### src/rtl/core/pbfp_pkg.sv
// Shared types and constants for the protobuf field parser.
package pbfp_pkg;

  localparam int unsigned ID_W     = 32;
  localparam int unsigned WT_W     = 3;
  localparam int unsigned VAL_W    = 64;
  localparam int unsigned ST_W     = 2;
  localparam int unsigned IN_TDATA_W  = 8;
  localparam int unsigned OUT_TDATA_W = ID_W + VAL_W;
  localparam int unsigned OUT_TUSER_W = WT_W + ST_W;

  typedef enum logic [ST_W-1:0] {
    ST_OK       = 2'd0,
    ST_TRUNC    = 2'd1,
    ST_TOO_LONG = 2'd2
  } status_t;

  localparam logic [WT_W-1:0] WT_VARINT  = 3'd0;
  localparam logic [WT_W-1:0] WT_FIXED64 = 3'd1;
  localparam logic [WT_W-1:0] WT_LEN     = 3'd2;
  localparam logic [WT_W-1:0] WT_FIXED32 = 3'd5;

  typedef struct packed {
    logic [7:0] data_byte;
    logic       last_byte;
  } in_word_t;

  typedef struct packed {
    status_t            status;
    logic [VAL_W-1:0]   value;
    logic [WT_W-1:0]    wire_type;
    logic [ID_W-1:0]    field_num;
  } result_t;

endpackage

### src/rtl/core/pbfp_in_reg.sv
// Input register stage: holds one byte word until the core takes it.
module pbfp_in_reg (
  input  logic              clk,
  input  logic              rst,
  input  logic              s_tvalid,
  output logic              s_tready,
  input  pbfp_pkg::in_word_t s_word,
  input  logic              advance,
  output logic              held_valid,
  output pbfp_pkg::in_word_t held_word
);

  assign s_tready = !held_valid || advance;

  always_ff @(posedge clk) begin
    if (rst) begin
      held_valid <= 1'b0;
    end else if (s_tvalid && s_tready) begin
      held_valid <= 1'b1;
    end else if (advance) begin
      held_valid <= 1'b0;
    end
  end

  always_ff @(posedge clk) begin
    if (s_tvalid && s_tready) begin
      held_word <= s_word;
    end
  end

endmodule

### src/rtl/core/pbfp_core.sv
// Parser state and per-byte step logic for tag, varint, fixed and length fields.
module pbfp_core (
  input  logic               clk,
  input  logic               rst,
  input  logic               step,
  input  pbfp_pkg::in_word_t word,
  output logic               emit,
  output pbfp_pkg::result_t  res
);

  typedef enum logic [2:0] {
    PH_TAG     = 3'd0,
    PH_VARVAL  = 3'd1,
    PH_FIXED   = 3'd2,
    PH_LEN     = 3'd3,
    PH_PAYLOAD = 3'd4
  } phase_t;

  localparam logic [6:0] SHIFT_LIMIT = 7'd70;

  phase_t                        phase, phase_next;
  logic [6:0]                    shift_amount, shift_amount_next;
  logic [pbfp_pkg::VAL_W-1:0]    accumulator, accumulator_next;
  logic [pbfp_pkg::ID_W-1:0]     held_field_num, held_field_num_next;
  logic [pbfp_pkg::WT_W-1:0]     held_wire_type, held_wire_type_next;
  logic [pbfp_pkg::VAL_W-1:0]    bytes_remaining, bytes_remaining_next;

  logic [pbfp_pkg::VAL_W-1:0]    vi_acc;
  logic [6:0]                    vi_shift;
  logic                          vi_done;
  logic                          vi_long;
  logic [pbfp_pkg::VAL_W-1:0]    fix_acc;
  logic [pbfp_pkg::VAL_W-1:0]    rem_dec;
  logic [pbfp_pkg::WT_W-1:0]     tag_wt;
  logic [pbfp_pkg::ID_W-1:0]     tag_id;

  // varint accumulate: 7 payload bits per byte, bits past 64 dropped
  always_comb begin
    vi_acc = accumulator;
    if (shift_amount < 7'd64) begin
      vi_acc = accumulator |
               ({{(pbfp_pkg::VAL_W-7){1'b0}}, word.data_byte[6:0]} << shift_amount[5:0]);
    end
    vi_shift = shift_amount + 7'd7;
    vi_done  = !word.data_byte[7];
    vi_long  = word.data_byte[7] && (vi_shift >= SHIFT_LIMIT);
  end

  assign fix_acc = accumulator |
                   ({{(pbfp_pkg::VAL_W-8){1'b0}}, word.data_byte} << shift_amount[5:0]);
  assign rem_dec = bytes_remaining - 64'd1;
  assign tag_wt  = vi_acc[pbfp_pkg::WT_W-1:0];
  assign tag_id  = vi_acc[pbfp_pkg::WT_W +: pbfp_pkg::ID_W];

  always_comb begin
    phase_next           = phase;
    shift_amount_next    = shift_amount;
    accumulator_next     = accumulator;
    held_field_num_next  = held_field_num;
    held_wire_type_next  = held_wire_type;
    bytes_remaining_next = bytes_remaining;
    emit                 = 1'b0;
    res.field_num        = held_field_num;
    res.wire_type        = held_wire_type;
    res.value            = '0;
    res.status           = pbfp_pkg::ST_OK;

    unique case (phase)
      PH_VARVAL: begin
        accumulator_next  = vi_acc;
        shift_amount_next = vi_shift;
        if (vi_long) begin
          emit       = 1'b1;
          res.status = pbfp_pkg::ST_TOO_LONG;
        end else if (vi_done) begin
          emit      = 1'b1;
          res.value = vi_acc;
        end else if (word.last_byte) begin
          emit       = 1'b1;
          res.status = pbfp_pkg::ST_TRUNC;
        end
      end
      PH_FIXED: begin
        accumulator_next     = fix_acc;
        shift_amount_next    = shift_amount + 7'd8;
        bytes_remaining_next = rem_dec;
        if (rem_dec == '0) begin
          emit      = 1'b1;
          res.value = fix_acc;
        end else if (word.last_byte) begin
          emit       = 1'b1;
          res.status = pbfp_pkg::ST_TRUNC;
        end
      end
      PH_LEN: begin
        accumulator_next  = vi_acc;
        shift_amount_next = vi_shift;
        if (vi_long) begin
          emit       = 1'b1;
          res.status = pbfp_pkg::ST_TOO_LONG;
        end else if (vi_done) begin
          if (vi_acc == '0) begin
            emit = 1'b1;
          end else if (word.last_byte) begin
            emit       = 1'b1;
            res.status = pbfp_pkg::ST_TRUNC;
          end else begin
            bytes_remaining_next = vi_acc;
            phase_next           = PH_PAYLOAD;
          end
        end else if (word.last_byte) begin
          emit       = 1'b1;
          res.status = pbfp_pkg::ST_TRUNC;
        end
      end
      PH_PAYLOAD: begin
        bytes_remaining_next = rem_dec;
        if (rem_dec == '0) begin
          emit      = 1'b1;
          res.value = accumulator;
        end else if (word.last_byte) begin
          emit       = 1'b1;
          res.status = pbfp_pkg::ST_TRUNC;
        end
      end
      default: begin
        // tag phase; unused codes land here too
        accumulator_next  = vi_acc;
        shift_amount_next = vi_shift;
        if (vi_long || !vi_done) begin
          phase_next    = PH_TAG;
          res.field_num = '0;
          res.wire_type = '0;
          if (vi_long) begin
            emit       = 1'b1;
            res.status = pbfp_pkg::ST_TOO_LONG;
          end else if (word.last_byte) begin
            emit       = 1'b1;
            res.status = pbfp_pkg::ST_TRUNC;
          end
        end else begin
          held_wire_type_next = tag_wt;
          held_field_num_next = tag_id;
          res.field_num       = tag_id;
          res.wire_type       = tag_wt;
          shift_amount_next   = '0;
          accumulator_next    = '0;
          unique case (tag_wt)
            pbfp_pkg::WT_VARINT: phase_next = PH_VARVAL;
            pbfp_pkg::WT_FIXED64: begin
              phase_next           = PH_FIXED;
              bytes_remaining_next = 64'd8;
            end
            pbfp_pkg::WT_FIXED32: begin
              phase_next           = PH_FIXED;
              bytes_remaining_next = 64'd4;
            end
            pbfp_pkg::WT_LEN: phase_next = PH_LEN;
            default: emit = 1'b1;
          endcase
          if (!emit && word.last_byte) begin
            emit       = 1'b1;
            res.status = pbfp_pkg::ST_TRUNC;
          end
        end
      end
    endcase

    if (emit) begin
      phase_next           = PH_TAG;
      shift_amount_next    = '0;
      accumulator_next     = '0;
      bytes_remaining_next = '0;
    end
  end

  always_ff @(posedge clk) begin
    if (rst) begin
      phase           <= PH_TAG;
      shift_amount    <= '0;
      accumulator     <= '0;
      held_field_num  <= '0;
      held_wire_type  <= '0;
      bytes_remaining <= '0;
    end else if (step) begin
      phase           <= phase_next;
      shift_amount    <= shift_amount_next;
      accumulator     <= accumulator_next;
      held_field_num  <= held_field_num_next;
      held_wire_type  <= held_wire_type_next;
      bytes_remaining <= bytes_remaining_next;
    end
  end

  a_shift_bound: assert property (@(posedge clk) disable iff (rst)
    shift_amount <= SHIFT_LIMIT)
    else $error("shift amount past varint limit");

  a_payload_nonzero: assert property (@(posedge clk) disable iff (rst)
    phase == PH_PAYLOAD |-> bytes_remaining != '0)
    else $error("payload phase with nothing left");

  a_fixed_count: assert property (@(posedge clk) disable iff (rst)
    phase == PH_FIXED |-> (bytes_remaining != '0 && bytes_remaining <= 64'd8))
    else $error("fixed field count out of range");

  a_emit_idle: assert property (@(posedge clk) disable iff (rst)
    step && emit |=> (phase == PH_TAG && accumulator == '0 && shift_amount == '0))
    else $error("no return to idle after result");

endmodule

### src/rtl/core/pbfp_out_reg.sv
// Result register: holds one result word until the sink takes it.
module pbfp_out_reg (
  input  logic              clk,
  input  logic              rst,
  input  logic              step,
  input  logic              emit,
  input  pbfp_pkg::result_t res,
  input  logic              m_tready,
  output logic              m_tvalid,
  output pbfp_pkg::result_t held_res,
  output logic              advance
);

  assign advance = !m_tvalid || m_tready;

  always_ff @(posedge clk) begin
    if (rst) begin
      m_tvalid <= 1'b0;
    end else if (advance) begin
      m_tvalid <= step && emit;
    end
  end

  always_ff @(posedge clk) begin
    if (step && emit) begin
      held_res <= res;
    end
  end

  a_hold_stall: assert property (@(posedge clk) disable iff (rst)
    m_tvalid && !m_tready |=> m_tvalid && $stable(held_res))
    else $error("result word changed while stalled");

  a_no_step_stall: assert property (@(posedge clk) disable iff (rst)
    m_tvalid && !m_tready |-> !step)
    else $error("core stepped into a full result register");

  a_load_valid: assert property (@(posedge clk) disable iff (rst)
    step && emit |=> m_tvalid)
    else $error("emitted result lost");

endmodule

### src/rtl/core/protobuf_field_parser.sv
// Top level of the protobuf wire-format field parser.
// Takes one encoded byte per word on s_* and gives one result word on m_* for each
// completed field (or error). Throughput is one byte per clock while the result
// register is not stalled by m_tready: a byte goes from the input register through
// the step logic into the result register, which then presents the result on m_*.
// The input register and the result register let the next byte be taken while a
// result waits for m_tready. Payload bytes of length-delimited fields are counted and
// dropped; status 1 marks a buffer that ends inside a field, status 2 a varint longer
// than ten bytes, and in both cases value is zero and the parser returns to the tag.
module protobuf_field_parser (
  input  logic                                clk,
  input  logic                                rst,
  input  logic                                s_tvalid,
  output logic                                s_tready,
  input  logic [pbfp_pkg::IN_TDATA_W-1:0]     s_tdata,   // [7:0] data_byte
  input  logic                                s_tlast,   // last_byte
  output logic                                m_tvalid,
  input  logic                                m_tready,
  output logic [pbfp_pkg::OUT_TDATA_W-1:0]    m_tdata,   // [31:0] field number, [95:32] value
  output logic [pbfp_pkg::OUT_TUSER_W-1:0]    m_tuser    // [2:0] wire_type, [4:3] status
);

  pbfp_pkg::in_word_t s_word;
  pbfp_pkg::in_word_t held_word;
  pbfp_pkg::result_t  res;
  pbfp_pkg::result_t  held_res;
  logic               held_valid;
  logic               advance;
  logic               step;
  logic               emit;

  assign s_word.data_byte = s_tdata;
  assign s_word.last_byte = s_tlast;
  assign step             = held_valid && advance;

  pbfp_in_reg u_in_reg (
    .clk        (clk),
    .rst        (rst),
    .s_tvalid   (s_tvalid),
    .s_tready   (s_tready),
    .s_word     (s_word),
    .advance    (advance),
    .held_valid (held_valid),
    .held_word  (held_word)
  );

  pbfp_core u_core (
    .clk  (clk),
    .rst  (rst),
    .step (step),
    .word (held_word),
    .emit (emit),
    .res  (res)
  );

  pbfp_out_reg u_out_reg (
    .clk      (clk),
    .rst      (rst),
    .step     (step),
    .emit     (emit),
    .res      (res),
    .m_tready (m_tready),
    .m_tvalid (m_tvalid),
    .held_res (held_res),
    .advance  (advance)
  );

  assign m_tdata = {held_res.value, held_res.field_num};
  assign m_tuser = {held_res.status, held_res.wire_type};

endmodule

### config.mk
export PLATFORM = sky130hd
export DESIGN_NAME = protobuf_field_parser
export DESIGN_NICKNAME = d
export VERILOG_FILES = /design/src/rtl/core/pbfp_pkg.sv /design/src/rtl/core/pbfp_in_reg.sv /design/src/rtl/core/pbfp_core.sv /design/src/rtl/core/pbfp_out_reg.sv /design/src/rtl/core/protobuf_field_parser.sv
export SDC_FILE = /design/constraint.sdc
export NUM_CORES = 1
export LEC_CHECK = 0
export ABC_AREA = 1
export ABC_CLOCK_PERIOD_IN_PS = 9600
export BUFFER_PORTS_ARGS = -buffer_cell sky130_fd_sc_hd__clkbuf_2
export CORE_ASPECT_RATIO = 1.5
export CORE_MARGIN = 2
export CORE_UTILIZATION = 55
export CTS_BUF_LIST = sky130_fd_sc_hd__clkbuf_8 sky130_fd_sc_hd__clkbuf_16
export DETAILED_ROUTE_END_ITERATION = 6
export PLACE_DENSITY_LB_ADDON = 0.12
export SYNTH_ARGS = -nofsm -noshare
export SYNTH_HDL_FRONTEND = slang
export SYNTH_SLANG_ARGS = --single-unit
### constraint.sdc
create_clock -name clk -period 9.6 [get_ports clk]
set_clock_uncertainty 0.05 [all_clocks]
set_input_delay 0.96 -clock clk [delete_from_list [all_inputs] [get_ports clk]]
set_output_delay 0.96 -clock clk [all_outputs]
set_load 0.05 [all_outputs]
### Yosys cells after proc, flatten, opt, wreduce, memory -nomap -nowiden

Cells that the tools add are included.

* register bits: 285
* bits of input ports: 13
* output and inout port bits: 103

* add/sub/neg operators: 3
* magnitude comparators: 2
* equal/unequal tests: 15
* shifts and indexed selects: 2
* multiplexer cells: 57
* bitwise operators: 4
* reductions and logical operators: 27

Operators with widths (count)
* $mux 64: 13
* $pmux 64 s3: 3
* $logic_not 64->1: 2
* $or 64x64->64: 2
* $pmux 64 s2: 1
* $mux 35: 2
* $shl 7x6->64: 1
* $shl 8x6->64: 1
* $sub 64x1->64 const B: 1
* $pmux 7 s3: 1
* $mux 1: 20
* $mux 3: 6
* $mux 7: 2
* $ne 3x2->1 const B: 4
* $mux 2: 5
* $eq 3x2->1 const B: 3
* $pmux 3 s3: 1
* $reduce_and 8->1: 1
* $reduce_or 4->1: 2
* $add 7x3->7 const B: 1
* $add 7x4->7 const B: 1
* $ge 7x7->1 const B: 1
* $lt 7x7->1 const B: 1
* $reduce_and 7->1: 1
* other kinds (19): 34

### Longest topological paths before layout

* depth in word-level cells: 15
* depth in mapped cells: 27
* gate-level depth less buffers: 26

### Hierarchy

Synthesis repeated with hierarchy kept, for this count alone.

* cell total of the unflattened synthesis: 2841
* area, all modules: 18441.4 um2

By module, submodules not included
* pbfp_core: instances 1, cells an instance 2717, area each 15036.9 um2, seq. area each 3463.3 um2
* pbfp_out_reg: instances 1, cells an instance 107, area each 3079.2 um2, seq. area each 3052.9 um2
* pbfp_in_reg: instances 1, cells an instance 15, area each 317.8 um2, seq. area each 290.3 um2
* protobuf_field_parser: instances 1, cells an instance 2, area each 7.5 um2, seq. area each 0.0 um2

### Least setup slack after synthesis

No wires, ideal clock.

* path kind: reg-to-reg
* from: reg u_core.bytes_remaining[0] (netlist name)
* to: reg u_out_reg.held_res[0] (netlist name)
* library setup time: 563 ps
* data arrival time: 6599 ps
* data required time: 8987 ps
* slack: 2387 ps
* stages on the path, launching flop included: 23
* clock period less this slack: 7213 ps
* cell sequence: dfxtp_1 -> inv_2 -> ha_1 -> nand2_4 -> nor2_8 -> nand2_2 -> inv_2 -> nand3b_1 -> nor2_1 -> nand2_1 -> nand2_1 -> nand2_1 -> nor2_1 -> nand2_1 -> nor2_1 -> nand3_1 -> nand2_1 -> nand2_1 -> nand3_2 -> nand2_4 -> buf_2 -> buf_4 -> nor2_1

* word-level cells in the longest chain between the ends: 5

RTL lines
* start: declaration: RTL line pbfp_core.sv:26 `logic [pbfp_pkg::VAL_W-1:0] bytes_remaining, bytes_remaining_next;`
* start signal: assignment: RTL line pbfp_core.sv:191 `bytes_remaining <= bytes_remaining_next;`
* $sub 64x1->64: RTL line pbfp_core.sv:51 `assign rem_dec = bytes_remaining - 64'd1;`
* $logic_not 64->1: RTL line pbfp_core.sv:87, pbfp_core.sv:118
* $mux 1: RTL line pbfp_core.sv:87 `if (rem_dec == '0) begin`
* $pmux 1 s3: RTL line pbfp_core.sv:68 `unique case (phase)`
* $logic_and 1x1->1: RTL line pbfp_out_reg.sv:25 `if (step && emit) begin`

Every way passes these cells.
A chain may end at the register's enable or synchronous reset.

### Worst setup path in the final report

* from: reg u_core.shift_amount[0]
* to: reg u_core.accumulator[39] (netlist name)

* word-level cells in the longest chain between the ends: 15
* elaborated cells between the ends (all ways): 34
* classes of those cells: add/sub (1); order compare (2); eq/ne (4); shift (2); mux (15); bitwise (2); reduce/logical (8)

RTL lines
* start: declaration: RTL line pbfp_core.sv:22 `logic [6:0] shift_amount, shift_amount_next;`
* start signal: assignment: RTL line pbfp_core.sv:187 `shift_amount <= shift_amount_next;`
* $shl 7x6->64: RTL line pbfp_core.sv:42 `({{(pbfp_pkg::VAL_W-7){1'b0}}, word.data_byte[6:0]} << shift_amount[5:0]);`
* $or 64x64->64: RTL line pbfp_core.sv:41 `vi_acc = accumulator |`
* $mux 64: RTL line pbfp_core.sv:40 `if (shift_amount < 7'd64) begin`
* $eq 3x2->1, or another cell as far along: RTL line pbfp_core.sv:148 `unique case (tag_wt)`
* $reduce_or 4->1 (no line)
* $mux 1: RTL line pbfp_core.sv:148
* $mux 1: RTL line pbfp_core.sv:130 `if (vi_long || !vi_done) begin`
* $mux 1: RTL line pbfp_core.sv:68
* $logic_not 1->1: RTL line pbfp_core.sv:161 `if (!emit && word.last_byte) begin`
* $logic_and 1x1->1: RTL line pbfp_core.sv:161
* $mux 1: RTL line pbfp_core.sv:161
* $mux 1: RTL line pbfp_core.sv:130
* $pmux 1 s3: RTL line pbfp_core.sv:68
* $ne 2x1->1 (no line)
* $reduce_and 2->1 (no line)
* end signal: assignment: RTL line pbfp_core.sv:188 `accumulator <= accumulator_next;`
* end: declaration: RTL line pbfp_core.sv:23 `logic [pbfp_pkg::VAL_W-1:0] accumulator, accumulator_next;`

Several ways; a longest one is shown, not always the timed one. The select of a mux whose other input is x is not followed.

==> key figures <==
Routing
  – Routed vias/inst: 6.02
  – Post-route ant nets: 0
  – Drc violations: 0
  – Via count: 20,600
  – Final WL: 78,100 um
  – WL per Instance: 22.8 um
  – Drt pass-1 iters: 7
  – DR iter-0 viols: 2,532

Floorplan
  – Die Span X: 155 um
  – Core ar.: 0.0341 sq mm
  – Initial Util: 0.554
  – Row cnt: 83
  – DIE AREA: 0.0358 sq mm
  – I/O Pins: 116
  – Height of the die: 231 um

Global routing
  – Number of global-route vias before repair: 19,100
  – Antenna violations before repair: 3
  – Largest net degree at the start of global routing: 112
  – First-pass GRT wire length: 115,000 um
  – Total congestion overflow: 0
  – Total track usage: 0.426

Critical path
  – Critical Path Start: u_core.shift_amount[0]
  – Critical Path Slowest Stage Cell: inv_1
  – Crit path kind: reg2reg
  – Critical path destination: u_core.accumulator[39]
  – Worst-path maximum fanout: 60
  – RR Endpoint: u_core.accumulator[39]
  – Internal reg-to-reg setup slack: 3.57 ns
  – CP bufs+invs: 4
  – Worst setup SP type: flop
  – Top Family by Delay on Critical Path: simple AND/OR/NAND/NOR gates
  – Crit path largest cell delay: 0.95 ns
  – Worst EP required: 10.04 ns
  – Critical Path, Cell by Cell: inv_2 > nand2_1 > nand3_1 > nand3_1 > nand2_2 > nand4_1 > nand2_1 > nor2_1 > nand2_1 > nor2_1 > nand2_1 > nor2_1 > nand3_1 > nand3_1 > nand2_1 > nand3_2 > nand2_4 > buf_4 > inv_1 > buf_4 > nor2_1 > o21ai_0 > nor2_1
  – R2R depth: 23
  – R2R Path Start: u_core.shift_amount[0]
  – Worst Path Arrival: 6.47 ns
  – CP Depth: 23
  – Critical Path End Type: flop

Clock tree
  – Max Root-Sink Buffers: 3
  – CTS tree: built
  – Root Buffer: clkbuf_16
  – Total setup buffers inserted after CTS: 0
  – Worst-Skew Late Latency: 0.60 ns
  – CTS clk-pin slew, worst paths: 0.08 ns
  – H-Tree Depth: 1
  – # hold bufs at CTS: 0
  – TritonCTS buffer count: 29
  – # clock sinks: 285
  – Cts repair resizes: 0

STA
  – Finish-stage setup viols: 0
  – Final Hold Fails: 0
  – Rel. slew slack: 0.191
  – Worst-margin pin slew: 1.21 ns
  – Tmin final: 6.03 ns
  – RSZ-0062 raised after global routing: no
  – Max Clock Freq: 166 MHz
  – Setup TNS: 0 ns
  – Fin Hold WS: 0.437 ns
  – Final Max Slew Viols: 0
  – Final worst path period share: 0.628

Power
  – Net Sw Frac: 0.518
  – Maximum vdd drop: 0.255 mV
  – Cell-internal power: 2920 uW
  – Pleak: 0.00897 uW
  – Power density over the cells: 295 mW/mm^2
  – Seq pwr share: 0.265
  – Switch Pwr: 3140 uW
  – Clock group share of total power: 0.208
  – Combinational power share: 0.527

Worst hold path
  – Worst Hold Class: reg2reg
  – Hold Startpoint: u_core.accumulator[41]

Logic synthesis
  – Synthesized area per cell: 6.36 sq um
  – Synth area leader: dfxtp_1
  – Synth Flop Type: dfxtp_1
  – Syn nets: 2,988
  – Top cells by area, synth: dfxtp_1 (19%), edfxtp_1 (17%), nand2_1 (17%)
  – Synth warn: 0
  – Post-synth top area share: 0.186
  – Post-synthesis sequential area ratio: 0.361
  – Post-synth EDFFs: 110
  – Async S/R FF share, synth: 0
  – Synthesized cell area: 0.0189 sq mm
  – Netlist cell types: 44
  – Synth Instances: 2,970
  – Yosys reg bits: 285

Placed design
  – DP HPWL: 55,100 um
  – RePlAce Congestion: 1.11
  – IO Port Bufs: 115
  – DP Area: 0.0195 sq mm

Layout
  – Fillers: 3,361
  – Cell area after layout: 0.0205 sq mm
  – Area grow syn2layout: 8.64%
  – Layout net count: 2,995
  – Share of cells above drive strength 1: 0.0913
  – Commonest non-fill, non-tap cell in the layout: nand2_1
  – Commonest non-fill, non-tap cells in the layout: nand2_1 (837), nor2_1 (442), o21ai_0 (345)

Flow run
  – Maxcap violations: 0

Status
  – Status: completed
kinds of logic after synthesis:
logic type | Yosys count | share of synthesized area
flip-flops | 285 | 0.361
adder cells (fa/ha/maj) | 5 | 0.00331
AND/OR/NAND/NOR | 1565 | 0.340
AO/OA/AOI/OAI | 561 | 0.163
buffers and inverters | 499 | 0.107
XOR/XNOR | 55 | 0.0255
cell usage after synthesis (34+ instances only):
cell	instances
a21oi_1	97
a22oi_1	59
buf_2	39
clkbuf_1	96
dfxtp_1	175
edfxtp_1	110
inv_1	284
nand2_1	838
nand3_1	176
nand4_1	42
nor2_1	446
o21ai_0	345
o22ai_1	34
xor2_1	53
cell type report:
cell class | count | area (sq um) | area share
flip-flops and latches | 285 | 6810 | 0.332
diodes | 3 | 7.51 | 0.000366
multi-input cells | 2186 | 10100 | 0.492
well taps | 425 | 532 | 0.0259
clock buffers | 31 | 753 | 0.0367
repair buffers | 146 | 811 | 0.0395
inverters | 329 | 1240 | 0.0603
clock inverters | 23 | 275 | 0.0134
routing by layer:
metal	vias up	routed length [um]	GRT usage	part of all wire
met4	2	8800	0.378	0.11
met2	1207	35600	0.697	0.46
met1	9450	26600	0.473	0.34
met5	-	13	0	0.00017
li1	9589	-	-	-
met3	386	7040	0.0745	0.090
registers in the layout (all words and copies together) (netlist names):
name and cells:
u_in_reg.held_valid 1, u_out_reg.held_res 101, u_core.shift_amount 7, u_in_reg.held_word 9
u_core.phase 3, u_core.bytes_remaining 64, u_core.accumulator 64, u_core.held_field_num 32
u_out_reg.m_tvalid 1, u_core.held_wire_type 3
stage by stage:
stage               power [uW]  utilization  setup slack, ns  cells
finish                    6060        0.602             3.57   3428
global placement          4680        0.572             4.03   3371
floorplan                 3810            -             2.39   2970
global route              6340        0.602             3.44   3426
CTS                       5970        0.602             3.91   3425
detailed placement        4720        0.572             3.94   3371
worst min-delay path, stage by stage (launching register included):
cell	delay (ns)
dfxtp_1	0.32
nand2_1	0.06
a21oi_1	0.05
power by group through the flow:
stage	clock network [uW]	logic, uW	registers, uW
finish	1260	3190	1610
global route	1300	3410	1620
CTS	1260	3100	1600
detailed placement	0	3090	1630
global placement	0	3060	1620
floorplan	0	1960	1850
worst min-delay path by stage:
stage / endpoint / depth (start not counted) / slack, ns
2_1_floorplan: u_core.accumulator[22] / 2 / 0.41
3_3_place_gp: u_core.accumulator[29] / 2 / 0.42
3_5_place_dp: u_core.accumulator[41] / 2 / 0.42
4_1_cts: u_core.accumulator[41] / 2 / 0.43
5_1_grt: u_core.accumulator[41] / 2 / 0.45
6_report: u_core.accumulator[41] / 2 / 0.44
Power figures use the tool's default switching activity.
